===== config.mk =====
export PLATFORM = sky130hd
export DESIGN_NAME = fpa_back
export DESIGN_NICKNAME = d
export VERILOG_FILES = /design/src/hdl/fpa_pkg.sv /design/src/hdl/fpa_back.sv
export SDC_FILE = /design/constraint.sdc
export NUM_CORES = 1
export LEC_CHECK = 0
export ABC_AREA = 0
export BUFFER_PORTS_ARGS = -buffer_cell sky130_fd_sc_hd__buf_2
export CAP_MARGIN = 0
export CORE_ASPECT_RATIO = 0.6
export CORE_MARGIN = 2
export CORE_UTILIZATION = 40
export CTS_BUF_LIST = sky130_fd_sc_hd__clkbuf_8
export DETAILED_ROUTE_END_ITERATION = 8
export PLACE_DENSITY_LB_ADDON = 0.1
export SLEW_MARGIN = 10
export SYNTH_ARGS = -nofsm -noshare
export SYNTH_HDL_FRONTEND = slang
export SYNTH_SLANG_ARGS = --single-unit

===== constraint.sdc =====
create_clock -name clock -period 6.6 [get_ports clock]
set_clock_uncertainty 0.1 [all_clocks]
set_input_delay 0.33 -clock clock [delete_from_list [all_inputs] [get_ports clock]]
set_output_delay 0.33 -clock clock [all_outputs]
set_load 0.005 [all_outputs]

===== src/hdl/fpa_pkg.sv =====
// Shared types, operation codes and saturation helper for the fixed-point ALU.
package fpa_pkg;

   localparam int FRAC_BITS = 8;
   localparam int WORD_BITS = 32;
   localparam int PROD_BITS = 2 * WORD_BITS;
   localparam int DIV_STEPS = WORD_BITS;

   localparam logic [WORD_BITS-1:0] WORD_MAX = {1'b0, {(WORD_BITS-1){1'b1}}};
   localparam logic [WORD_BITS-1:0] WORD_MIN = {1'b1, {(WORD_BITS-1){1'b0}}};

   typedef logic [3:0] kind_type;

   localparam kind_type KIND_ADD      = 4'd0;
   localparam kind_type KIND_SUB      = 4'd1;
   localparam kind_type KIND_MUL      = 4'd2;
   localparam kind_type KIND_DIV      = 4'd3;
   localparam kind_type KIND_GT       = 4'd4;
   localparam kind_type KIND_LT       = 4'd5;
   localparam kind_type KIND_GE       = 4'd6;
   localparam kind_type KIND_LE       = 4'd7;
   localparam kind_type KIND_EQ       = 4'd8;
   localparam kind_type KIND_NE       = 4'd9;
   localparam kind_type KIND_MIN      = 4'd10;
   localparam kind_type KIND_MAX      = 4'd11;
   localparam kind_type KIND_INC      = 4'd12;
   localparam kind_type KIND_DEC      = 4'd13;
   localparam kind_type KIND_TO_INT   = 4'd14;
   localparam kind_type KIND_FROM_INT = 4'd15;

   typedef struct packed {
      logic                 sat;
      logic [WORD_BITS-1:0] val;
   } clamp_type;

   // state carried through the divider chain; res/cmp/sat hold finished non-div results
   typedef struct packed {
      kind_type             kind;
      logic                 neg;
      logic                 dz;
      logic                 cmp;
      logic                 sat;
      logic [WORD_BITS-1:0] res;
      logic                 big;
      logic [WORD_BITS-1:0] rem;
      logic [WORD_BITS-1:0] dvs;
      logic [WORD_BITS-1:0] num;
      logic [WORD_BITS-1:0] quo;
   } div_type;

   // apply sign to a magnitude and clamp to the signed word range
   function automatic clamp_type sat_mag(input logic [PROD_BITS-1:0] mag, input logic neg);
      clamp_type c;
      c.sat = 1'b0;
      c.val = '0;
      if (!neg && (mag > PROD_BITS'(WORD_MAX))) begin
         c.sat = 1'b1;
         c.val = WORD_MAX;
      end else if (neg && (mag > PROD_BITS'(WORD_MIN))) begin
         c.sat = 1'b1;
         c.val = WORD_MIN;
      end else if (neg) begin
         c.val = '0 - mag[WORD_BITS-1:0];
      end else begin
         c.val = mag[WORD_BITS-1:0];
      end
      return c;
   endfunction

endpackage


===== src/hdl/fpa_back.sv =====
// Back stage: quotient rounding and clamping, result select and output register.
module fpa_back (
   input  logic                         clock,
   input  logic                         reset,
   input  logic                         adv,
   input  logic                         in_valid,
   input  fpa_pkg::div_type             in_st,
   output logic                         out_valid,
   output logic [fpa_pkg::WORD_BITS-1:0] out_res,
   output logic                         out_cmp,
   output logic                         out_sat,
   output logic                         out_dz
);
   import fpa_pkg::*;

   logic               round_up;
   logic [WORD_BITS:0] q_round;
   clamp_type          c_div;
   logic [WORD_BITS-1:0] res_in, res_ff;
   logic               sat_in, sat_ff, cmp_ff, dz_ff, vld_ff;

   // round half away from zero: bump when twice the remainder reaches the divisor
   assign round_up = {in_st.rem, 1'b0} >= {1'b0, in_st.dvs};
   assign q_round  = {1'b0, in_st.quo} + (WORD_BITS+1)'(round_up);
   assign c_div    = sat_mag(PROD_BITS'(q_round), in_st.neg);

   always_comb begin
      res_in = in_st.res;
      sat_in = in_st.sat;
      if (in_st.kind == KIND_DIV) begin
         if (in_st.dz) begin
            res_in = '0;
            sat_in = 1'b0;
         end else if (in_st.big) begin
            res_in = in_st.neg ? WORD_MIN : WORD_MAX;
            sat_in = 1'b1;
         end else begin
            res_in = c_div.val;
            sat_in = c_div.sat;
         end
      end
   end

   always_ff @(posedge clock) begin
      if (reset) begin
         vld_ff <= 1'b0;
      end else if (adv) begin
         vld_ff <= in_valid;
      end
   end

   always_ff @(posedge clock) begin
      if (adv) begin
         res_ff <= res_in;
         sat_ff <= sat_in;
         cmp_ff <= in_st.cmp;
         dz_ff  <= in_st.dz;
      end
   end

   assign out_valid = vld_ff;
   assign out_res   = res_ff;
   assign out_cmp   = cmp_ff;
   assign out_sat   = sat_ff;
   assign out_dz    = dz_ff;

endmodule


---- Yosys cells after proc, flatten, opt, wreduce, memory -nomap -nowiden ----
Index checks and enable logic that the tools add are counted.
storage, ports and cells
  input bits .............................. 173
  flip-flop bits (word level) ............. 36
  logic and storage cells ................. 25
cells by class
  magnitude comparators ................... 3
  equality and inequality tests ........... 1
  reduce and logical (&&, ||, !) cells .... 3
  mux-type cells .......................... 11
  add/sub/neg operators ................... 2
operators by type and width
  kind                     count
  $mux W32                 6
  $add A32 B1 Y33          1
  $ge A33 B32 Y1           1
  $gt A33 B31 Y1 const B   1
  $gt A33 B32 Y1 const B   1
  $mux W33                 1
  $sub A1 B32 Y32 const A  1
  $eq A4 B2 Y1 const B     1
  $mux W1                  4
  $logic_and A1 B1 Y1      2
  $logic_not A1 Y1         1

---- Longest topological paths before layout ----
  word-level depth ........................ 9
  gate-level depth with buffers ........... 23
  gate-level depth less buffers ........... 22

---- Least setup slack after synthesis ----
No wires, ideal clock.
  kind .................................... input -> register
  from .................................... input port in_st[85] (netlist name)
  to ...................................... register res_ff[30], in the netlist out_res[30], data pin
  data arrival time ....................... 5.130 ns
  buffers on the path ..................... 3
  setup slack ............................. 1.109 ns
  stages .................................. 22
  required time ........................... 6.239 ns
  path through ............................ inv_1 > ha_1 > nand4_1 > nor3_1 > nand3_1 > or3_1 > a2111oi_0 > nor4_1 > o21ai_0 > ha_1 > ha_1 > buf_2 > nand3_1 > or2_1 > buf_6 > o31a_1 > or4b_4 > or2_4 > buf_6 > o41ai_1 > xor2_1 > a221o_1
between the ends
  cells in the longest elaborated chain, start to end .. 9
  elaborated cells on any way between the ends .. 13
  those cells by class .................... add/sub (2); order compare (3); mux (6); reduce/logical (2)
RTL lines
  element                                                   RTL line                      text
  from (decl)                                               fpa_back.sv:7                 input fpa_pkg::div_type in_st,
  $ge A33 B32 Y1 (*)                                        fpa_back.sv:23                assign round_up = {in_st.rem, 1'b0} >= {1'b0, in_st.dvs};
  $add A32 B1 Y33 (*)                                       fpa_back.sv:24                assign q_round = {1'b0, in_st.quo} + (WORD_BITS+1)'(round_up);
  $sub A1 B32 Y32 / $gt A33 B32 Y1 (equally long branches)  fpa_pkg.sv:63, fpa_pkg.sv:59
  $mux W32 / $logic_and A1 B1 Y1 (equally long branches)    fpa_pkg.sv:62, fpa_pkg.sv:59
  $mux W32                                                  fpa_pkg.sv:59                 end else if (neg && (mag > PROD_BITS'(WORD_MIN))) begin
  $mux W33 (*)                                              fpa_pkg.sv:56                 if (!neg && (mag > PROD_BITS'(WORD_MAX))) begin
  $mux W32 (*)                                              fpa_back.sv:34                end else if (in_st.big) begin
  $mux W32 (*)                                              fpa_back.sv:31                if (in_st.dz) begin
  $mux W32 (*)                                              fpa_back.sv:30                if (in_st.kind == KIND_DIV) begin
  via res_in[30]                                            fpa_back.sv:19                logic [WORD_BITS-1:0] res_in, res_ff;
  to (signal assigned)                                      fpa_back.sv:54                res_ff <= res_in;
  to (decl)                                                 fpa_back.sv:19
Mark *: on every way through the listed nets, which the timed path passes. The rest lies on a longest branch.
A chain may end at the register's enable or synchronous reset.

---- Worst setup path after layout ----
  from .................................... input port in_st[83] (netlist name)
  to ...................................... register res_ff[30], in the netlist out_res[30], data pin
Same word-level chain as after synthesis.

==> results.sh <==
export IMPL_cts_tree="built"
export IMPL_synth_area_sq_mm=0.00446
export IMPL_wirelength_um=14500
export IMPL_cts_sinks=36
export IMPL_worstSetupPathType="input port to flop"
export IMPL_clkLatencyLatePin_ps=290
export IMPL_critPathLaunchType="input port"
export IMPL_setup_tns_ps=0
export IMPL_place_congestion=0.889
export IMPL_die_x_um=140
export IMPL_syn2layout_area_growth_pct=24.1
export IMPL_peakVddDrop_uv=70.9
export IMPL_synthFlopType="edfxtp_1"
export IMPL_portBuffers=176
export IMPL_synth_mux_area_share_pct=0.674
export IMPL_hold_viol=0
export IMPL_rsz0062_at_grt="false"
export IMPL_ys_seq_area_share_pct=24.0
export IMPL_drt_first_pass_iters=5
export IMPL_wire_per_inst_um=17.6
export IMPL_cp_common_cell="ha_1"
export IMPL_synthArstFlopShare_pct=0
export IMPL_root_buffer="clkbuf_8"
export IMPL_nets=893
export IMPL_dp_hpwl_um=12100
export IMPL_cp_num_buf_inv=2
export IMPL_tightest_slew_ps=830
export IMPL_cts_buffers=5
export IMPL_vias=4828
export IMPL_fillCellCount=1055
export IMPL_yosys_top_cells_area="edfxtp_1 24%, ha_1 10%, a221o_1 6.3%"
export IMPL_grt_overflow=0
export IMPL_synth_nets=727
export IMPL_worstReg2RegStart="out_valid"
export IMPL_fp_dieH_um=85.8
export IMPL_grt_pass1_vias=4491
export IMPL_synth_top_family_by_area="simple AND/OR/NAND/NOR gates"
export IMPL_slowest_delay_ps=580
export IMPL_layout_common_cells="176 x buf_2, 43 x inv_1, 36 x ha_1"
export IMPL_powerDensity_mw_per_mm2=124
export IMPL_critPathSlowestCell="or4b_4"
export IMPL_power_leakage_uw=0.00246
export IMPL_cts_hold_buf=0
export IMPL_grt_first_pass_wirelength_um=23400
export IMPL_cts_setup_buffers=0
export IMPL_required_ps=6540
export IMPL_fin_crit_ps=5770
export IMPL_n_antenna_cell=0
export IMPL_worstSetupEndpointType="flop"
export IMPL_arrival_ps=5710
export IMPL_htree_levels=2
export IMPL_final_util_pct=51.7
export IMPL_ant_nets=0
export IMPL_drive_gt1_share_pct=31.5
export IMPL_synth_simple_area_share_pct=25.9
export IMPL_path_clk_slew_ps=70
export IMPL_synth_avg_cell_area_sq_um=8.60
export IMPL_grt_use_total_pct=24.4
export IMPL_drc=0
export IMPL_cts_repair_resized=0
export IMPL_slew_headroom_pct=44.6
export IMPL_yosysUniqueCellTypes=70
export IMPL_crit_path_start="in_st[83]"
export IMPL_synth_edf_count=35
export IMPL_hp_class="input port to flop"
export IMPL_die_area_sq_mm=0.0120
export IMPL_core_rowCount=29
export IMPL_antenna_found_initial=0
export IMPL_status="completed"
export IMPL_vias_per_cell=5.86
export IMPL_drt_iter0_markers=299
export IMPL_synth_compound_area_share_pct=22.6
export IMPL_initial_core_util_pct=41.6
export IMPL_core_sq_mm=0.0107
export IMPL_holdCritStartpoint="reset"
export IMPL_slew_viol_final=0
export IMPL_final_common_cell="buf_2"
export IMPL_seqCellArea_sq_mm=0.00107
export IMPL_period_share_pct=87.5
export IMPL_worstPathMaxFanout=12
export IMPL_synth_top_area_cell="edfxtp_1"
export IMPL_ios=209
export IMPL_synth_xor_area_share_pct=9.43
export IMPL_yosys_warnings=0
export IMPL_crit_family="simple AND/OR/NAND/NOR gates"
export IMPL_grt_max_degree=38
export IMPL_max_freq_ghz=0.173
export IMPL_synthAdderAreaFrac_pct=10.1
export IMPL_clockBufferDepth=2
export IMPL_netlist_area_leader_share_pct=23.6
export IMPL_setup_viol=0
export IMPL_ys_seq_elements=36
export IMPL_maxCapViolCount=0
export IMPL_synth_cells=518
export IMPL_path_cells="buf_2, inv_1, ha_1, nand4_1, nor3_1, nand3_1, or3_1, nor2_1, a311o_1, nor4_1, o21ai_0, ha_1, ha_1, nand3_1, or2_1, o31a_1, or4b_4, or2_4, o41ai_1, xor2_1, a221o_1"
export IMPL_multi_input_area_sq_mm=0.00306
-- per-stage QoR --
stage	setup slack (ps)	power [uW]	cells	instance area, sq um	hold WS [ps]
after global placement	627	528	816	5440	367
after detailed placement	589	533	816	5440	394
after CTS	879	690	824	5530	82.2
final	826	687	824	5530	90.1
after global routing	365	731	824	5530	73.6
after floorplan	1110	423	518	4460	302
-- layout make-up --
type,instances,area share (%)
clock inverter,3,0.362
sequential,36,19.4
clock buffer,5,1.24
inverter,43,2.92
tap,139,3.14
multi-input combinational,410,55.4
timing repair buffer,188,17.6
-- report_power, final --
group	total (uW)	switching, uW	internal (uW)	leakage [uW]
combinational	254	138	115	0.00206
clock	155	81.1	73.5	0.0000455
sequential	278	4.95	274	0.000350
-- path summary, 6_finish.rpt --
check / endpoint / slack, ps / cells after the start
worst max-delay path: out_res[30] / 830 / 21
worst min-delay path: out_valid / 90 / 2
worst max register to register: out_valid / 5920 / 2
worst min register to register: out_valid / 400 / 2
-- registers in the layout (all words and copies together), names as in the netlist --
signal     cells
out_res       32
out_cmp        1
out_dz         1
out_sat        1
out_valid      1
-- cells by family (layout without fill, tap and decap cells) --
kind of cell               count (synthesis)  after routing
DFF                                       36             36
adders and majority gates                 36             36
AOI/OAI and AO/OA                        127            127
buffers and inverters                     72            239
and+or+nand+nor                          196            196
muxes                                      3              3
xor gates and xnor gates                  48             48
-- cells in the mapped netlist (6+ instances only) --
cell type  count
ha_1          36
xor2_1        23
inv_1         42
nor3_1        15
xnor2_1       25
a21oi_1        8
o31a_1         9
buf_2          8
edfxtp_1      35
or4_1          6
nor4_1        18
o22ai_1        6
nand3_1       18
nand2_1       33
o41ai_1        7
clkbuf_1      12
nand4_1       21
o31ai_1        7
or2_2          7
a21o_1        16
nor2_1        28
o21ai_0       14
a221o_1       28
and3_1         7
-- layer usage --
| metal | track usage (%) | share of wire (%) |
|---|---|---|
| met5 | 0 | 0 |
| met4 | 3.95 | 0.66 |
| met3 | 5.03 | 10 |
| met2 | 32.8 | 36 |
| met1 | 39.7 | 53 |
Note: power is estimated with default switching activity, not from simulation.
