### config.mk
export PLATFORM = sky130hd
export DESIGN_NAME = fpa_front
export DESIGN_NICKNAME = d
export VERILOG_FILES = /design/src/hdl/fpa_pkg.sv /design/src/hdl/fpa_front.sv
export SDC_FILE = /design/constraint.sdc
export NUM_CORES = 2
export LEC_CHECK = 0
export ABC_CLOCK_PERIOD_IN_PS = 10900
export BUFFER_PORTS_ARGS = -buffer_cell sky130_fd_sc_hd__buf_2
export CAP_MARGIN = 10
export CELL_PAD_IN_SITES_DETAIL_PLACEMENT = 1
export CELL_PAD_IN_SITES_GLOBAL_PLACEMENT = 1
export CORE_UTILIZATION = 35
export CTS_CLUSTER_DIAMETER = 30
export CTS_CLUSTER_SIZE = 28
export DETAILED_ROUTE_END_ITERATION = 10
export GPL_TIMING_DRIVEN = 0
export PLACE_DENSITY = 0.6
export SLEW_MARGIN = 25
export SYNTH_ARGS = -nofsm -noshare
export SYNTH_HDL_FRONTEND = slang
export SYNTH_SLANG_ARGS = --single-unit
### constraint.sdc
create_clock -name clock -period 10.9 [get_ports clock]
set_clock_uncertainty 0.2 [all_clocks]
set_input_delay 2.18 -clock clock [delete_from_list [all_inputs] [get_ports clock]]
set_output_delay 2.18 -clock clock [all_outputs]
set_load 0.03 [all_outputs]
### src/hdl/fpa_pkg.sv
// Shared types, operation codes and saturation helper for the fixed-point ALU.
package fpa_pkg;

   localparam int FRAC_BITS = 8;
   localparam int WORD_BITS = 32;
   localparam int PROD_BITS = 2 * WORD_BITS;
   localparam int DIV_STEPS = WORD_BITS;

   localparam logic [WORD_BITS-1:0] WORD_MAX = {1'b0, {(WORD_BITS-1){1'b1}}};
   localparam logic [WORD_BITS-1:0] WORD_MIN = {1'b1, {(WORD_BITS-1){1'b0}}};

   typedef logic [3:0] kind_type;

   localparam kind_type KIND_ADD      = 4'd0;
   localparam kind_type KIND_SUB      = 4'd1;
   localparam kind_type KIND_MUL      = 4'd2;
   localparam kind_type KIND_DIV      = 4'd3;
   localparam kind_type KIND_GT       = 4'd4;
   localparam kind_type KIND_LT       = 4'd5;
   localparam kind_type KIND_GE       = 4'd6;
   localparam kind_type KIND_LE       = 4'd7;
   localparam kind_type KIND_EQ       = 4'd8;
   localparam kind_type KIND_NE       = 4'd9;
   localparam kind_type KIND_MIN      = 4'd10;
   localparam kind_type KIND_MAX      = 4'd11;
   localparam kind_type KIND_INC      = 4'd12;
   localparam kind_type KIND_DEC      = 4'd13;
   localparam kind_type KIND_TO_INT   = 4'd14;
   localparam kind_type KIND_FROM_INT = 4'd15;

   typedef struct packed {
      logic                 sat;
      logic [WORD_BITS-1:0] val;
   } clamp_type;

   // state carried through the divider chain; res/cmp/sat hold finished non-div results
   typedef struct packed {
      kind_type             kind;
      logic                 neg;
      logic                 dz;
      logic                 cmp;
      logic                 sat;
      logic [WORD_BITS-1:0] res;
      logic                 big;
      logic [WORD_BITS-1:0] rem;
      logic [WORD_BITS-1:0] dvs;
      logic [WORD_BITS-1:0] num;
      logic [WORD_BITS-1:0] quo;
   } div_type;

   // apply sign to a magnitude and clamp to the signed word range
   function automatic clamp_type sat_mag(input logic [PROD_BITS-1:0] mag, input logic neg);
      clamp_type c;
      c.sat = 1'b0;
      c.val = '0;
      if (!neg && (mag > PROD_BITS'(WORD_MAX))) begin
         c.sat = 1'b1;
         c.val = WORD_MAX;
      end else if (neg && (mag > PROD_BITS'(WORD_MIN))) begin
         c.sat = 1'b1;
         c.val = WORD_MIN;
      end else if (neg) begin
         c.val = '0 - mag[WORD_BITS-1:0];
      end else begin
         c.val = mag[WORD_BITS-1:0];
      end
      return c;
   endfunction

endpackage

### src/hdl/fpa_front.sv
// Front stages: decode and simple ops, multiply, product rounding and divider setup.
module fpa_front (
   input  logic                         clock,
   input  logic                         reset,
   input  logic                         adv,
   input  logic                         in_valid,
   input  fpa_pkg::kind_type            in_kind,
   input  logic signed [fpa_pkg::WORD_BITS-1:0] in_a,
   input  logic signed [fpa_pkg::WORD_BITS-1:0] in_b,
   output logic                         out_valid,
   output fpa_pkg::div_type             out_st
);
   import fpa_pkg::*;

   typedef struct packed {
      kind_type             kind;
      logic                 neg;
      logic                 dz;
      logic                 cmp;
      logic                 sat;
      logic [WORD_BITS-1:0] res;
      logic [WORD_BITS-1:0] ma;
      logic [WORD_BITS-1:0] mb;
   } front_type;

   localparam logic [PROD_BITS-1:0] HALF = PROD_BITS'(1) << (FRAC_BITS - 1);

   function automatic clamp_type clamp_wide(input logic [WORD_BITS:0] v);
      clamp_type c;
      c.sat = (v[WORD_BITS] != v[WORD_BITS-1]);
      c.val = c.sat ? (v[WORD_BITS] ? WORD_MIN : WORD_MAX) : v[WORD_BITS-1:0];
      return c;
   endfunction

   front_type            st_a_in, st_a_ff, st_b_ff;
   logic [PROD_BITS-1:0] prod_in, prod_ff;
   div_type              st_c_in, st_c_ff;
   logic                 vld_a_ff, vld_b_ff, vld_c_ff;

   logic [WORD_BITS:0]   ext_a, ext_b;
   logic                 lt, eq;
   clamp_type            c_add, c_sub, c_inc, c_dec;
   logic [FRAC_BITS:0]   top_bits;
   logic [PROD_BITS-1:0] rnd;
   clamp_type            c_mul;

   assign ext_a = {in_a[WORD_BITS-1], in_a};
   assign ext_b = {in_b[WORD_BITS-1], in_b};
   assign lt    = in_a < in_b;
   assign eq    = in_a == in_b;
   assign c_add = clamp_wide(ext_a + ext_b);
   assign c_sub = clamp_wide(ext_a - ext_b);
   assign c_inc = clamp_wide(ext_a + (WORD_BITS+1)'(1));
   assign c_dec = clamp_wide(ext_a - (WORD_BITS+1)'(1));
   assign top_bits = in_a[WORD_BITS-1 -: (FRAC_BITS+1)];

   always_comb begin
      st_a_in.kind = in_kind;
      st_a_in.neg  = in_a[WORD_BITS-1] ^ in_b[WORD_BITS-1];
      st_a_in.dz   = (in_kind == KIND_DIV) && (in_b == '0);
      st_a_in.ma   = in_a[WORD_BITS-1] ? ('0 - in_a) : in_a;
      st_a_in.mb   = in_b[WORD_BITS-1] ? ('0 - in_b) : in_b;
      st_a_in.cmp  = 1'b0;
      st_a_in.sat  = 1'b0;
      st_a_in.res  = '0;
      unique case (in_kind)
         KIND_ADD: begin
            st_a_in.res = c_add.val;
            st_a_in.sat = c_add.sat;
         end
         KIND_SUB: begin
            st_a_in.res = c_sub.val;
            st_a_in.sat = c_sub.sat;
         end
         KIND_GT: st_a_in.cmp = !lt && !eq;
         KIND_LT: st_a_in.cmp = lt;
         KIND_GE: st_a_in.cmp = !lt;
         KIND_LE: st_a_in.cmp = lt || eq;
         KIND_EQ: st_a_in.cmp = eq;
         KIND_NE: st_a_in.cmp = !eq;
         KIND_MIN: st_a_in.res = lt ? in_a : in_b;
         KIND_MAX: st_a_in.res = (!lt && !eq) ? in_a : in_b;
         KIND_INC: begin
            st_a_in.res = c_inc.val;
            st_a_in.sat = c_inc.sat;
         end
         KIND_DEC: begin
            st_a_in.res = c_dec.val;
            st_a_in.sat = c_dec.sat;
         end
         KIND_TO_INT: st_a_in.res = in_a >>> FRAC_BITS;
         KIND_FROM_INT: begin
            if ((top_bits == '0) || (top_bits == '1)) begin
               st_a_in.res = in_a << FRAC_BITS;
            end else begin
               st_a_in.sat = 1'b1;
               st_a_in.res = in_a[WORD_BITS-1] ? WORD_MIN : WORD_MAX;
            end
         end
         default: ; // mul and div finish in later stages
      endcase
   end

   assign prod_in = st_a_ff.ma * st_a_ff.mb;
   assign rnd     = (prod_ff + HALF) >> FRAC_BITS;
   assign c_mul   = sat_mag(rnd, st_b_ff.neg);

   always_comb begin
      st_c_in.kind = st_b_ff.kind;
      st_c_in.neg  = st_b_ff.neg;
      st_c_in.dz   = st_b_ff.dz;
      st_c_in.cmp  = st_b_ff.cmp;
      st_c_in.sat  = st_b_ff.sat;
      st_c_in.res  = st_b_ff.res;
      if (st_b_ff.kind == KIND_MUL) begin
         st_c_in.sat = c_mul.sat;
         st_c_in.res = c_mul.val;
      end
      // numerator is |a| << FRAC_BITS; the top FRAC_BITS bits seed the remainder
      st_c_in.rem = WORD_BITS'(st_b_ff.ma[WORD_BITS-1 -: FRAC_BITS]);
      st_c_in.num = {st_b_ff.ma[WORD_BITS-FRAC_BITS-1:0], {FRAC_BITS{1'b0}}};
      st_c_in.dvs = st_b_ff.mb;
      st_c_in.quo = '0;
      // quotient would not fit in WORD_BITS bits
      st_c_in.big = WORD_BITS'(st_b_ff.ma[WORD_BITS-1 -: FRAC_BITS]) >= st_b_ff.mb;
   end

   always_ff @(posedge clock) begin
      if (reset) begin
         vld_a_ff <= 1'b0;
         vld_b_ff <= 1'b0;
         vld_c_ff <= 1'b0;
      end else if (adv) begin
         vld_a_ff <= in_valid;
         vld_b_ff <= vld_a_ff;
         vld_c_ff <= vld_b_ff;
      end
   end

   always_ff @(posedge clock) begin
      if (adv) begin
         st_a_ff <= st_a_in;
         st_b_ff <= st_a_ff;
         prod_ff <= prod_in;
         st_c_ff <= st_c_in;
      end
   end

   assign out_valid = vld_c_ff;
   assign out_st    = st_c_ff;

endmodule

* After elaboration in Yosys (flattened, before gate mapping)
Cells that the tools add are included.
Widths: inputs -> output; s select.
** Storage, ports and cells
- Logic and storage cells :: 102
- Input port bits :: 72
- Bits in registers :: 380
** Cells by class
- $mul :: 1
- Equality and inequality tests :: 21
- Reduce and logical (&&, ||, !) cells :: 12
- Add/subtract/negate cells :: 8
- Mux-type cells :: 23
- Bitwise operators :: 1
- Order comparisons :: 4
** Operators by type and width (number)
- $mux 32 :: 14
- $pmux 32 s8 :: 1
- $sub 1x32->32 const A :: 3
- $mux 33 :: 2
- $add 64x8->64 const B :: 1
- $mul 32x32->64 :: 1
- $mux 31 :: 2
- $gt 56x31->1 const B :: 1
- $gt 56x32->1 const B :: 1
- $add 32x2->33 const B :: 1
- $add 32x32->33 :: 1
- $sub 32x2->33 const B :: 1
- $sub 32x32->33 :: 1
- $eq 32x32->1 :: 1
- $eq 4x4->1 const B :: 8
- $ge 8x32->1 :: 1
- $logic_not 32->1 :: 1
- $lt 32x32->1 :: 1
- $eq 4x3->1 const B :: 4
- $eq 9x9->1 const B :: 1
- $logic_not 9->1 :: 1
- $eq 4x2->1 const B :: 2
- $pmux 1 s6 :: 1
- $pmux 1 s5 :: 1
- other kinds (8) :: 18

* Logic depth before layout (Yosys ltp)
- Depth after elaboration :: 6
- Gate-level depth with buffers :: 29
- Gate-level depth less buffers :: 28

* Least setup slack after synthesis
Ideal clock, no wire load.
- Path type :: flip-flop to flip-flop
- Start :: register st_a_ff[59] (netlist bit)
- End :: register prod_ff[55], data pin
- Clock period less this slack :: 7788 ps
- Arrival time :: 7325 ps
- Path slack :: 3112 ps
- Stages on the path, launching flop included :: 27
- Required time :: 10437 ps
- Path through :: edfxtp_1 > clkbuf_1 > nand2_1 > fa_1 > inv_1 > fa_1 > inv_1 > fa_1 > inv_1 > fa_1 > inv_1 > fa_1 > fa_1 > fa_1 > inv_1 > fa_1 > ha_1 > a21o_1 > a21o_1 > a21o_1 > nor3_1 > o41a_1 > o21ai_0 > a211oi_1 > o21bai_1 > a31oi_1 > xnor2_1
** Between the ends
- Cells in the longest elaborated chain, start to end :: 1
** Ends and longest elaborated chain
- start: declaration :: RTL line fpa_front.sv:35 : front_type st_a_in, st_a_ff, st_b_ff;
- start signal: assignment :: RTL line fpa_front.sv:142 : st_a_ff <= st_a_in;
- $mul 32x32->64 :: RTL line fpa_front.sv:104 : assign prod_in = st_a_ff.ma * st_a_ff.mb;
- named net prod_in[55] :: RTL line fpa_front.sv:36 : logic [PROD_BITS-1:0] prod_in, prod_ff;
- end signal: assignment :: RTL line fpa_front.sv:144 : prod_ff <= prod_in;
- end: declaration :: RTL line fpa_front.sv:36
The timed path passes the listed nets, and every way through them passes these cells.
A chain may end at the register's enable or synchronous reset.

* Worst setup path after layout
- Start :: register st_a_ff[42] (netlist bit)
- End :: register prod_ff[56], data pin
The elaborated chain is that of the path after synthesis.

==> run_results.csv <==
group,metric,value,unit
synth,ys_warn_count,0,
floorplan,core,161000,um2
clock_network,hold_buffers,0,
worst_setup_path,max_stage_delay,990,ps
synth,yosysTopAreaCellShare,0.316,
synth,synthTopCellsByArea,"fa_1, edfxtp_1, ha_1",
synth,synth_seq_cells,373,
timing,grt_setup_unrepaired,"false",
drt,vias,47200,
floorplan,start_util,0.353,
final_layout,syn_to_final_growth,13.5,%
hold_path,hold_path.class,"reg2reg",
global_route,antenna_found_initial,66,
synth,syn_area,56800,um2
global_route,grt_max_degree,96,
final_layout,nNetsFinal,7676,
clock_network,cts_sinks,373,
clock_network,h-tree-depth,3,
clock_network,clock_path_buffers,3,
timing,drv_slew,0,
run_status,status,"finished, final reports clean",
timing,setup_viol_count_final,0,
drt,drt-pass1-iter-count,5,
final_layout,drive_above_1_share,0.0921,
place,placed_cell_area,60800,um2
clock_network,cts_buffers,93,
final_layout,final_core_util,0.401,
floorplan,io_pins,242,
synth,syn_avg_cell_area,9.46,um2
place,place_hpwl,205000,um
worst_setup_path,cp.required,11070,ps
drt,drc,0,
place,globalplace.congestion,1.01,
global_route,grt_pass1_wl,361000,um
worst_setup_path,cp.arrival,10670,ps
worst_setup_path,critPathMostFrequentCell,"fa_1",
final_layout,final_area,64500,um2
global_route,overflow,0,
drt,drt_first_iter_violations,4172,
clock_network,cts_root_buffer,"clkbuf_16",
worst_setup_path,worstPathMaxFanout,10,
clock_network,clock_latency,690,ps
timing,period_minus_slack,10500,ps
synth,synth_cell_types,98,
clock_network,path_clk_slew,50,ps
worst_setup_path,cp-end-kind,"flop",
worst_setup_path,cp_top_family,"adder cells",
global_route,first_global_vias,49700,
synth,yosysTopAreaCell,"fa_1",
floorplan,die_area,164000,um2
worst_setup_path,crit_buf_inv,5,
timing,max_freq,95.3,MHz
run,max-cap-violations,0,
synth,synth-async-reset-ratio,0,
floorplan,die_y,405,um
floorplan,die_w,405,um
synth,synthCells,6001,
worst_setup_path,crit_slowest_cell,"edfxtp_1",
timing,worst-slew-pin-transition,1220,ps
synth,ys_seq_area_frac,0.197,
drt,drtAntennaViolNets,0,
worst_setup_path,start_kind,"flop",
synth,yosysMostFrequentCell,"inv_1",
timing,fin_crit_sh,0.963,
drt,viasPerCell,5.46,
timing,slew_headroom,0.189,
synth,synthTopCellsByCount,"inv_1, fa_1, nand2_1, and2_1, edfxtp_1",
clock_network,cts_tree,"built",
place,port_buffers,177,
floorplan,rows,147,
drt,finalWirelength,255000,um
synth,synth_edf_count,370,
worst_setup_path,worstSetupPathType,"reg2reg",
synth,ys.flop_type,"edfxtp_1",
global_route,grt_use_total,0.312,
timing,final.setup.tns,0,ps
timing,hold_viol,0,
drt,routedWlPerCell,29.5,um
[per-layer routing]
| metal | vias to the layer above | part of all wire | global-route usage |
|---|---|---|---|
| li1 | 19900 | - | - |
| met1 | 24700 | 0.41 | 0.414 |
| met2 | 2066 | 0.45 | 0.485 |
| met3 | 486 | 0.084 | 0.0589 |
| met4 | 6 | 0.054 | 0.154 |
| met5 | - | 0.00016 | 0 |
[cells by family (layout without fill, tap and decap cells)]
family / after synthesis / count (layout) / synth area share
xor gates and xnor gates: 270 / 270 / 0.0420
muxes: 79 / 79 / 0.0141
DFF: 373 / 373 / 0.197
other: 1 / 91 / 0.0000660
and+or+nand+nor: 1898 / 1898 / 0.173
adders and majority gates: 1235 / 1235 / 0.391
AOI/OAI and AO/OA: 739 / 739 / 0.0838
buffers and inverters: 1406 / 1790 / 0.0993
[path summary, 6_finish.rpt]
path              cells past startpoint  slack (ps)           end    startpoint
hold reg to reg                       0         190  st_b_ff[103]  st_a_ff[103]
setup reg to reg                     25         400   prod_ff[56]   st_a_ff[42]
hold / removal                        0         190  st_b_ff[103]  st_a_ff[103]
setup / recovery                     25         400   prod_ff[56]   st_a_ff[42]
[repair_timing]
item | 4_1_cts | 5_1_grt
gates resized for setup | 13 | 4
setup buffers | 17 | 6
endpoints found under the setup margin | 5 | 6
pin swaps | 0 | 0
[flip-flops by register name, indices dropped and copies added, names as in the netlist]
register,flops
st_a_ff,104
prod_ff,57
out_st,105
vld_b_ff,1
st_b_ff,104
out_valid,1
vld_a_ff,1
[per-stage QoR]
step,std cells,hold slack [ps],setup slack (ps)
after floorplan,6064,200,3110
after global placement,8401,202,-501
after detailed placement,8409,205,-341
after CTS,8600,189,28.9
after global routing,8612,209,114
final,8635,195,402
[worst register-to-register path: stages (launching register included)]
cell      delay (ps)
edfxtp_1         990
clkbuf_1         900
and2_1           270
fa_1             450
fa_1             460
fa_1             550
inv_1             50
fa_1             470
inv_1             50
fa_1             490
inv_1             50
fa_1             540
inv_1             50
fa_1             510
fa_1             460
ha_1             420
nand2_1          100
nor2_1           220
nand4_1          240
nor4_1           380
o21ai_0          390
o211ai_1         600
nand2_1          190
nor3_1           450
o41ai_1          170
xnor2_1          540
[cell usage in the layout (no fill, tap or decap), drive strengths merged, types with 43 or more instances in the layout]
| cell type | n |
|---|---|
| xnor2 | 195 |
| xor2 | 75 |
| buf | 339 |
| nand2 | 640 |
| inv | 996 |
| nand4 | 55 |
| nand3 | 94 |
| nor4 | 43 |
| ha | 338 |
| mux2i | 73 |
| clkbuf | 396 |
| or3 | 50 |
| a21oi | 272 |
| o21ai | 136 |
| a21o | 47 |
| conb | 64 |
| and2 | 581 |
| edfxtp | 370 |
| fa | 897 |
| nor3 | 61 |
| nor2 | 225 |
[area by class of cell]
cell class / count / area, um2
Buffer: 420 / 1990
Tap cell: 2160 / 2700
Fill cell: 18600 / 96300
Antenna cell: 27 / 67.6
Sequential cell: 373 / 11200
Clock buffer: 106 / 2420
Clock inverter: 68 / 785
Multi-Input combinational cell: 4285 / 40200
Inverter: 986 / 3700
Timing Repair Buffer: 210 / 1370
Power is not shown: default switching activity piles up to over one toggle a cycle in this logic, so the estimate is an artifact.
