===== src/hdl/fpa_pkg.sv =====
// Shared types, operation codes and saturation helper for the fixed-point ALU.
package fpa_pkg;

   localparam int FRAC_BITS = 8;
   localparam int WORD_BITS = 32;
   localparam int PROD_BITS = 2 * WORD_BITS;
   localparam int DIV_STEPS = WORD_BITS;

   localparam logic [WORD_BITS-1:0] WORD_MAX = {1'b0, {(WORD_BITS-1){1'b1}}};
   localparam logic [WORD_BITS-1:0] WORD_MIN = {1'b1, {(WORD_BITS-1){1'b0}}};

   typedef logic [3:0] kind_type;

   localparam kind_type KIND_ADD      = 4'd0;
   localparam kind_type KIND_SUB      = 4'd1;
   localparam kind_type KIND_MUL      = 4'd2;
   localparam kind_type KIND_DIV      = 4'd3;
   localparam kind_type KIND_GT       = 4'd4;
   localparam kind_type KIND_LT       = 4'd5;
   localparam kind_type KIND_GE       = 4'd6;
   localparam kind_type KIND_LE       = 4'd7;
   localparam kind_type KIND_EQ       = 4'd8;
   localparam kind_type KIND_NE       = 4'd9;
   localparam kind_type KIND_MIN      = 4'd10;
   localparam kind_type KIND_MAX      = 4'd11;
   localparam kind_type KIND_INC      = 4'd12;
   localparam kind_type KIND_DEC      = 4'd13;
   localparam kind_type KIND_TO_INT   = 4'd14;
   localparam kind_type KIND_FROM_INT = 4'd15;

   typedef struct packed {
      logic                 sat;
      logic [WORD_BITS-1:0] val;
   } clamp_type;

   // state carried through the divider chain; res/cmp/sat hold finished non-div results
   typedef struct packed {
      kind_type             kind;
      logic                 neg;
      logic                 dz;
      logic                 cmp;
      logic                 sat;
      logic [WORD_BITS-1:0] res;
      logic                 big;
      logic [WORD_BITS-1:0] rem;
      logic [WORD_BITS-1:0] dvs;
      logic [WORD_BITS-1:0] num;
      logic [WORD_BITS-1:0] quo;
   } div_type;

   // apply sign to a magnitude and clamp to the signed word range
   function automatic clamp_type sat_mag(input logic [PROD_BITS-1:0] mag, input logic neg);
      clamp_type c;
      c.sat = 1'b0;
      c.val = '0;
      if (!neg && (mag > PROD_BITS'(WORD_MAX))) begin
         c.sat = 1'b1;
         c.val = WORD_MAX;
      end else if (neg && (mag > PROD_BITS'(WORD_MIN))) begin
         c.sat = 1'b1;
         c.val = WORD_MIN;
      end else if (neg) begin
         c.val = '0 - mag[WORD_BITS-1:0];
      end else begin
         c.val = mag[WORD_BITS-1:0];
      end
      return c;
   endfunction

endpackage


===== src/hdl/fpa_div_step.sv =====
// One registered step of the restoring divider: one quotient bit per stage.
module fpa_div_step (
   input  logic             clock,
   input  logic             reset,
   input  logic             adv,
   input  logic             in_valid,
   input  fpa_pkg::div_type in_st,
   output logic             out_valid,
   output fpa_pkg::div_type out_st
);
   import fpa_pkg::*;

   logic [WORD_BITS:0] trial, diff;
   logic               ge;
   div_type            st_in, st_ff;
   logic               vld_ff;

   assign trial = {in_st.rem, in_st.num[WORD_BITS-1]};
   assign diff  = trial - {1'b0, in_st.dvs};
   assign ge    = trial >= {1'b0, in_st.dvs};

   always_comb begin
      st_in     = in_st;
      st_in.rem = ge ? diff[WORD_BITS-1:0] : trial[WORD_BITS-1:0];
      st_in.num = {in_st.num[WORD_BITS-2:0], 1'b0};
      st_in.quo = {in_st.quo[WORD_BITS-2:0], ge};
   end

   always_ff @(posedge clock) begin
      if (reset) begin
         vld_ff <= 1'b0;
      end else if (adv) begin
         vld_ff <= in_valid;
      end
   end

   always_ff @(posedge clock) begin
      if (adv) begin
         st_ff <= st_in;
      end
   end

   assign out_valid = vld_ff;
   assign out_st    = st_ff;

endmodule


===== config.mk =====
export PLATFORM = sky130hd
export DESIGN_NAME = fpa_div_step
export DESIGN_NICKNAME = d
export VERILOG_FILES = /design/src/hdl/fpa_pkg.sv /design/src/hdl/fpa_div_step.sv
export SDC_FILE = /design/constraint.sdc
export NUM_CORES = 1
export LEC_CHECK = 0
export BUFFER_PORTS_ARGS = -buffer_cell sky130_fd_sc_hd__buf_2
export CORE_ASPECT_RATIO = 2
export CORE_MARGIN = 4
export CORE_UTILIZATION = 40
export CTS_CLUSTER_SIZE = 20
export DETAILED_ROUTE_END_ITERATION = 6
export GPL_TIMING_DRIVEN = 0
export PLACE_DENSITY = 0.7
export RECOVER_POWER = 50
export SYNTH_ARGS = -nofsm -noshare
export SYNTH_HDL_FRONTEND = slang
export SYNTH_SLANG_ARGS = --single-unit

===== constraint.sdc =====
create_clock -name clock -period 4.75 [get_ports clock]
set_input_delay 0.95 -clock clock [delete_from_list [all_inputs] [get_ports clock]]
set_output_delay 0.95 -clock clock [all_outputs]
set_load 0.01 [all_outputs]

After elaboration in Yosys (flattened, before gate mapping)
Cells that the tools add are included.
- register bits: 169
- input port bits: 173
- output and inout port bits: 170
- logic and storage cells: 15
- $add $sub $neg: 1
- $lt $le $gt $ge: 1
- mux-type cells: 1
- operator list (operator ; count):
    greater-or-equal comparator 33 x 32 -> 1 bit ; 1
    2-to-1 mux 32 bit ; 1
    subtractor 32 bit ; 1

Depth between registers and ports, before layout
Gate-level depths: netlist (run 1).
- word-level depth: 2
- depth in mapped cells: 13
- mapped depth without buffers: 12

Worst setup path before layout (run 1)
Ideal clock, no wire load.
- path kind: input to register
- start: input port in_st[71] (netlist bit)
- end: register st_ff (netlist bit out_st[109]), data pin
- library setup time: 0.262 ns
- arrival time: 3.463 ns
- required time: 4.488 ns
- slack: 1.025 ns
- cell stages on the path: 12
- path buffers: 2
- path through: inv_1 -> ha_1 -> buf_2 -> nand4_1 -> or4_1 -> a21oi_1 -> nor3_1 -> a211oi_2 -> o21ai_2 -> o31ai_4 -> buf_4 -> mux2_1
- RTL lines (element ; line ; RTL):
    start, declared ; fpa_div_step.sv:7 ; input fpa_pkg::div_type in_st,
    end signal, assigned ; fpa_div_step.sv:39 ; st_ff <= st_in;
    end, declared ; fpa_div_step.sv:15 ; div_type st_in, st_ff;

==> reports/summary.txt, run 1 <==
Number of flops mapped to enable cells by yosys: 168
Initial core utilization: 40.8%
Largest stage delay on the critical path: 0.52 ns
Root buffer cell: sky130_fd_sc_hd__clkbuf_16
Die width: 104 um
CTS tree: yes
Class of the tightest hold or removal check: reg -> reg
Die Outline Area: 20600 sq um
Crit end category: flop
Number of H-tree levels: 4
Num ports: 343
Maximum VDD drop: 0.000218 V
Nets: 1082
Setup skew after layout: 0 ns
Critical Path Slowest Stage Cell: sky130_fd_sc_hd__o31ai_4
Worst-case headroom to the max-slew limit: -40.6%
Number of nets with antenna violations after detailed routing: 0
Flop2flop setup slack: 4.16 ns
Portion of the post-synthesis area used by sequential elements: 69.4%
Number of cells upsized or downsized after cts: 0
Maximum number of pins on one net before global-route repair: 86
Max-slew violation count: 85
Top Layer Used: met5
Worst endpoint data arrival time: 4.26 ns
Avg WL per Cell: 18.7 um
Number of maximum-capacitance violations: 1
Setup repair after global routing missed its margin: false
Transition time at the pin with the least slew margin: 2.11 ns
Post-CTS Repair Setup Buffers: 0
Total power after layout: 3940 uW
Die height: 199 um
First-pass iteration count of the detailed router: 4
Dominant synthesized flop cell: sky130_fd_sc_hd__edfxtp_1
Total length of routed met2 wires: 11.8 mm
Final wirelength: 20.7 mm
Synth Area per Inst: 14.1 sq um
Unique masters post-synth: 49
Net Sw Power: 1020 uW
Clk buf depth: 2
Vias after detailed routing: 5527
Yosys reg bits: 169
Post-synthesis instance total: 516
FILL cells: 1603
Top-area cell type share of the netlist area: 69.1%
Final min period: 4.09 ns
DR DRC count: 0
Dominant cell by count in the synthesized netlist: sky130_fd_sc_hd__edfxtp_1
Cell Chain, Critical Path: clkbuf_1 -> inv_1 -> ha_1 -> clkbuf_1 -> nand4_1 -> or4_1 -> a21oi_1 -> nor3_1 -> a211oi_2 -> o21ai_2 -> o31ai_4 -> buf_4 -> mux2_1
Power share of the sequential group: 46.7%
Share of layout cells above drive strength 1: 37.9%
Number of global-route vias before repair: 5678
FMAX: 244 MHz
Core ar.: 17900 sq um
HPWL after detailed placement: 16.3 mm
Count of input and output buffers: 340
DRC marker count from the first detailed-route iteration: 174
Finish-stage setup viols: 0
Power Dens Cells: 400 nW/um^2
Layout overhead on the synthesized area: 34.9%
Met3 wire length: 1.49 mm
Post-CTS clock slew at the launch and capture registers of the worst setup and hold paths: 0.07 ns
Initial antenna violation count: 4
Reg area: 5060 sq um
Critical-path maximum fanout: 10
Combinational share of power: 16.7%
Switching share of power: 25.8%
Top cell by count, worst path: sky130_fd_sc_hd__clkbuf_1
Main area contributors after synthesis: sky130_fd_sc_hd__edfxtp_1 (69%), sky130_fd_sc_hd__ha_1 (5.5%), sky130_fd_sc_hd__a21oi_1 (3.7%), sky130_fd_sc_hd__inv_1 (2.0%), sky130_fd_sc_hd__xnor2_1 (1.9%)
Met1 wire length: 6.98 mm
Cell type contributing the most total cell area after synthesis: sky130_fd_sc_hd__edfxtp_1
Wire length of the first global-routing pass: 31.0 mm
Synthesized netlist net count: 722
Cell Rows: 69
Tot GR Track Use: 19.7%
Post-synthesis cell area: 7300 sq um
Total clock buffers created by CTS: 17
Clk_lat worst skew: 0.42 ns
Final worst-path cycle share: 86.2%
Via density: 5.01
Required time worst endpoint: 4.92 ns
Failing checks: capacitance limit, slew limit
Internal power contribution: 2920 uW
Commonest cells in the synthesized netlist: sky130_fd_sc_hd__edfxtp_1 (168), sky130_fd_sc_hd__a21oi_1 (54), sky130_fd_sc_hd__inv_1 (38)
Number of cells in the finished layout apart from fillers: 1104
Clock network fraction of total power: 36.6%
Final Hold Viols: 0
Critical path class: in -> reg
Setup total negative slack: 0 ns
Placer Congestion: 0.818
Area used by multi-input combinational logic: 2000 sq um
Inst Count DP: 1070
Static leakage: 0.00426 uW
Number of warnings reported in the yosys synthesis log: 0
Post-route core utilization: 55.1%
Number of buffers inserted for hold repair after clock tree synthesis: 0
Fraction of registers with async set/reset: 0%
Launching element type of the critical path: input port
Grt ovf: 0
Number of clock sinks: 169
Outcome: finished with violations
==> cell type report <==
type / count / area share [%]
Sequential cell: 169 / 51.5
Multi-Input combinational cell: 291 / 20.3
Timing Repair Buffer: 341 / 16.8
Clock buffer: 18 / 4.36
Tap cell: 213 / 2.71
Clock inverter: 14 / 1.91
Inverter: 38 / 1.45
Buffer: 18 / 0.954
Antenna cell: 2 / 0.0509
==> path summary, 6_finish.rpt <==
| path | startpoint | to | cells after the start |
|---|---|---|---|
| min reg2reg | out_valid | out_valid | 2 |
| max reg2reg | out_valid | out_valid | 2 |
| max | in_st[75] | out_st[126] | 13 |
| min | out_valid | out_valid | 2 |
==> routing by layer <==
| layer | up-vias | track usage [%] |
|---|---|---|
| met5 | - | 0 |
| met4 | 4 | 7.45 |
| met3 | 29 | 5.78 |
| met2 | 226 | 38.4 |
| met1 | 2612 | 19.5 |
| li1 | 2656 | - |
==> critical path, delay by kind of cell <==
kind	cells	cell delay, ns
AO/OA/AOI/OAI	4	1.09
buffers and inverters	4	0.83
AND/OR/NAND/NOR	3	0.77
multiplexers	1	0.35
adder cells (fa/ha/maj)	1	0.27
==> per-stage QoR <==
step	hold slack [ns]	instance area, sq um	setup slack [ns]
floorplan	0.528	7300	1.02
finish	0.498	9840	0.657
CTS	0.501	9920	0.718
global placement	0.476	9270	0.273
detailed placement	0.485	9300	0.286
global route	0.559	9840	0.448
==> cells in the final DEF, fill, tap and decap left out, types with 11 or more instances in the layout <==
cell type                   count
sky130_fd_sc_hd__nor2_1        37
sky130_fd_sc_hd__clkbuf_16     17
sky130_fd_sc_hd__clkbuf_1      65
sky130_fd_sc_hd__xnor2_1       16
sky130_fd_sc_hd__buf_2        288
sky130_fd_sc_hd__nand2_1       27
sky130_fd_sc_hd__a21o_1        12
sky130_fd_sc_hd__ha_1          32
sky130_fd_sc_hd__a21oi_1       54
sky130_fd_sc_hd__edfxtp_1     168
sky130_fd_sc_hd__inv_1         38
sky130_fd_sc_hd__o21ai_0       16
sky130_fd_sc_hd__xor2_1        11
==> cell families (layout without fill, tap and decap cells) <==
family / count (synthesis) / after routing / synth area share [%]
and+or+nand+nor: 99 / 99 / 6.26
adders and majority gates: 33 / 33 / 5.76
muxes: 13 / 13 / 1.95
AOI/OAI and AO/OA: 118 / 118 / 10.1
other: 1 / 3 / 0.0514
xor gates and xnor gates: 27 / 27 / 3.24
buffers and inverters: 56 / 429 / 3.24
DFF: 169 / 169 / 69.4
==> power by group through the flow <==
| stage | Combinational (uW) | Clock, uW | Sequential (uW) |
|---|---|---|---|
| after floorplan | 265 | 0 | 1960 |
| after global placement | 660 | 0 | 1870 |
| after detailed placement | 671 | 0 | 1870 |
| after CTS | 676 | 1480 | 1840 |
| after global routing | 723 | 1540 | 1860 |
| final | 658 | 1440 | 1840 |
==> flip-flops by register name, indices dropped and copies added (netlist names) <==
signal / cells
out_valid: 1
out_st: 168
No activity file was read; power rests on OpenSTA's default activity.
==> run 2: changes to the inputs <==
- ABC_AREA: not set -> 1
- CORE_UTILIZATION: 40 -> 44
- CTS_BUF_LIST: not set -> sky130_fd_sc_hd__clkbuf_4 sky130_fd_sc_hd__clkbuf_8
- PLACE_DENSITY: 0.7 -> 0.74
==> run 2 against run 1 <==
Compared with the run above:
- the flow still finishes with violations (capacitance limit, slew limit)
- count of clock-buffer cells in the layout up 1
- clock power is 30% lower
- sequential share of layout area decreased by 3.7 points
- combinational power is 12% higher
- utilization grew 2.5 points
- routed wire length rose by 28%
- largest cell class unchanged
- global-route usage is 5.2 points higher
- non-clock buffer count decreased by 7
- flip-flop and latch count stayed put
- clock skew is the same
- fmax rose by 20%
- highest routed layer unchanged
- setup slack improved by 0.69 ns
==> reports/summary.txt, run 2 <==
Inst Count DP: 1377 (+29%)
Switching share of power: 29.7% (+3.9 points)
Wire length of the first global-routing pass: 38.9 mm (+25%)
Fraction of registers with async set/reset: 0% (unchanged)
Final wirelength: 26.5 mm (+28%)
Setup repair after global routing missed its margin: false
Synth Area per Inst: 10.1 sq um (-29%)
Synthesized netlist net count: 1026 (+42%)
Failing checks: capacitance limit, slew limit
Number of flops mapped to enable cells by yosys: 168 (unchanged)
Maximum VDD drop: 0.000176 V (-19%)
Post-CTS clock slew at the launch and capture registers of the worst setup and hold paths: 0.09 ns (+0.02 ns)
Nets: 1386 (+28%)
Most frequent standard cell in the layout excluding fill and tap cells: sky130_fd_sc_hd__buf_2
Outcome: finished with violations
Initial core utilization: 44.9% (+4.0 points)
Initial antenna violation count: 6 (+2)
Number of buffers inserted for hold repair after clock tree synthesis: 0 (unchanged)
Met3 track demand over resource in global routing: 5.49% (-0.29 points)
Dominant cell by count in the synthesized netlist: sky130_fd_sc_hd__nand2_1
Critical Path Slowest Stage Cell: sky130_fd_sc_hd__clkbuf_2
Power Dens Cells: 339 nW/um^2 (-15%)
Grt ovf: 0 (unchanged)
Unique masters post-synth: 30 (-39%)
Number of warnings reported in the yosys synthesis log: 0 (unchanged)
Placer Congestion: 0.921 (+13%)
Post-CTS Repair Setup Buffers: 0 (unchanged)
Number of nets with antenna violations after detailed routing: 0 (unchanged)
DR DRC count: 0 (unchanged)
Maximum number of pins on one net before global-route repair: 111 (+29%)
Layout overhead on the synthesized area: 28.4%
Count of input and output buffers: 340 (unchanged)
Final Hold Viols: 0 (unchanged)
Complex-gate fraction of the synthesized area: 1.58% (-8.5 points)
Portion of the post-synthesis area used by sequential elements: 61.4% (-8.0 points)
Setup skew after layout: 0 ns (unchanged)
Global Route met1 Usage: 23.4% (+4.0 points)
Worst endpoint data arrival time: 3.43 ns (-0.83 ns)
HPWL after detailed placement: 21.9 mm (+34%)
Power share of the sequential group: 51.3% (+4.6 points)
Die Outline Area: 21100 sq um (+2.6%)
Share of cell area taken by muxes after synthesis: 0.121% (-1.8 points)
Vias after detailed routing: 6853 (+24%)
Post-synthesis instance total: 820 (+59%)
Fraction of the mapped netlist area in adder cells: 5.10% (-0.67 points)
Number of global-route vias before repair: 6882 (+21%)
Synthesized-area fraction occupied by and/or/nand/nor cells: 22.3% (+16 points)
Die height: 202 um (+1.3%)
Crit. Startpoint: adv
FMAX: 294 MHz (+20%)
Main area contributors after synthesis: sky130_fd_sc_hd__edfxtp_1 (61%), sky130_fd_sc_hd__nand2_1 (12%), sky130_fd_sc_hd__inv_1 (6.8%), sky130_fd_sc_hd__ha_1 (4.9%), sky130_fd_sc_hd__nand3_1 (3.4%)
Critical path class: in -> reg
R2r startpoint: out_valid
Top-area cell type share of the netlist area: 61.1% (-8.0 points)
Core ar.: 18400 sq um (+2.9%)
Static leakage: 0.00534 uW (+25%)
Number of clock sinks: 169 (unchanged)
Final min period: 3.40 ns (-0.690 ns)
Flop2flop setup slack: 4.15 ns (about the same)
Transition time at the pin with the least slew margin: 2.65 ns (+0.535 ns)
WP buf/inv: 2 (-2)
Net Sw Power: 1070 uW (+4.7%)
Root buffer cell: sky130_fd_sc_hd__clkbuf_8
Post-synthesis cell area: 8250 sq um (+13%)
Number of cells in the finished layout apart from fillers: 1412 (+28%)
Crit end category: flop
Area used by multi-input combinational logic: 2530 sq um (+27%)
Dominant synthesized flop cell: sky130_fd_sc_hd__edfxtp_1
Avg WL per Cell: 18.8 um (+0.40%)
Cell Rows: 70 (+1.4%)
Critical-path maximum fanout: 110 (+100)
Cell type contributing the most total cell area after synthesis: sky130_fd_sc_hd__edfxtp_1
Max-slew violation count: 111 (+31%)
Commonest cells in the synthesized netlist: sky130_fd_sc_hd__nand2_1 (274), sky130_fd_sc_hd__edfxtp_1 (168), sky130_fd_sc_hd__inv_1 (150)
Number of maximum-capacitance violations: 1 (unchanged)
Source of the worst hold timing path: out_valid
DRC marker count from the first detailed-route iteration: 398 (+130%)
Setup total negative slack: 0 ns (unchanged)
Flip-flop count of the largest register, all copies and words added: 168 (unchanged)
Most heavily used metal layer in global routing: met2
Xor and xnor area share after synthesis: 1.49% (-1.8 points)
Worst-case headroom to the max-slew limit: -76.3% (-36 points)
Number of cells upsized or downsized after cts: 0 (unchanged)
FILL cells: 1699 (+6.0%)
Cell Chain, Critical Path: buf_6 -> clkbuf_2
Tot GR Track Use: 24.9% (+5.2 points)
Launching element type of the critical path: input port
Total power after layout: 3590 uW (-9.0%)
Class of the tightest hold or removal check: reg -> reg
Required time worst endpoint: 4.77 ns (-0.15 ns)
Met2 global-route usage: 49.3% (+11 points)
Finish-stage setup viols: 0 (unchanged)
Top cell family by delay on the critical path: buffers and inverters
CTS tree: yes
Most used cells in the layout excluding fill and tap cells: sky130_fd_sc_hd__buf_2 (325), sky130_fd_sc_hd__nand2_1 (274), sky130_fd_sc_hd__edfxtp_1 (168)
Largest stage delay on the critical path: 1.90 ns (+1.38 ns)
Share of layout cells above drive strength 1: 32.4% (-5.6 points)
Number of H-tree levels: 4 (unchanged)
Yosys reg bits: 169 (unchanged)
Final worst-path cycle share: 71.6% (-15 points)
Internal power contribution: 2520 uW (-14%)
Reg area: 5060 sq um (unchanged)
Dominant combinational cell family by area after synthesis: simple AND/OR/NAND/NOR gates
First-pass iteration count of the detailed router: 6 (+2)
Via density: 4.85 (-3.1%)
Num ports: 343 (unchanged)
Clock network fraction of total power: 28.1% (-8.5 points)
Die width: 105 um (+1.3%)
Clk_lat worst skew: 0.46 ns (+0.04 ns)
Total clock buffers created by CTS: 17 (unchanged)
Clk buf depth: 2 (unchanged)
Combinational share of power: 20.6% (+3.9 points)
run 2: changes by cell type in the layout (fill, tap and decap cells not counted), sizes merged, moves of 15 or more:
cell	change
a21oi	-33
buf	+37
clkbuf	-43
inv	+113
nand2	+252
nand3	+59
o21ai	-15
xnor2	-15
run 2: worst register-to-register path, cell delays in order (launching register included):
cell and delay, ns:
sky130_fd_sc_hd__dfxtp_1 0.32, sky130_fd_sc_hd__mux2i_1 0.12, sky130_fd_sc_hd__nor2_1 0.05
run 2: path summary, 6_finish.rpt:
path,depth (start not counted),end
setup / recovery,2,out_st[78]
hold / removal,2,out_valid
setup reg to reg,2,out_valid
hold reg to reg,2,out_valid
run 2: cell families after synthesis:
kind of cell / after synthesis
AND/OR/NAND/NOR: 416
flip-flops: 169
buffers and inverters: 161
adder cells (fa/ha/maj): 33
AO/OA/AOI/OAI: 25
XOR/XNOR: 14
other: 1
multiplexers: 1
run 2: per-layer routing:
layer  routed length (um)  vias up
li1                     -     3371
met2                15100      295
met4                 1070        4
met5                   34        -
met1                 8570     3133
met3                 1750       50
run 2: area by class of cell:
type                       instances  share of cell area, %
antenna                            3                 0.0708
buffer                            11                  0.886
clock buffer                      19                   2.35
clock inverter                    13                   1.25
inverter                         150                   5.31
multi-input combinational        490                   23.9
sequential                       169                   47.8
tap                              216                   2.55
timing repair buffer             341                   15.9
run 2: power groups by stage:
stage	clock network (uW)	logic, uW	registers [uW]
after global routing	1100	816	1850
final	1010	740	1840
after floorplan	0	313	1950
after global placement	0	735	1880
after CTS	1030	752	1840
after detailed placement	0	749	1870
run 2: per-stage QoR:
step	utilization, %	instance area (sq um)	worst slack [ns]	hold WS, ns
after floorplan	-	8250	2.19	0.528
after global placement	55.6	10200	0.679	0.468
after detailed placement	55.8	10300	1.55	0.488
after CTS	57.8	10600	2.05	0.513
after global routing	57.6	10600	1.11	0.547
final	57.6	10600	1.35	0.524
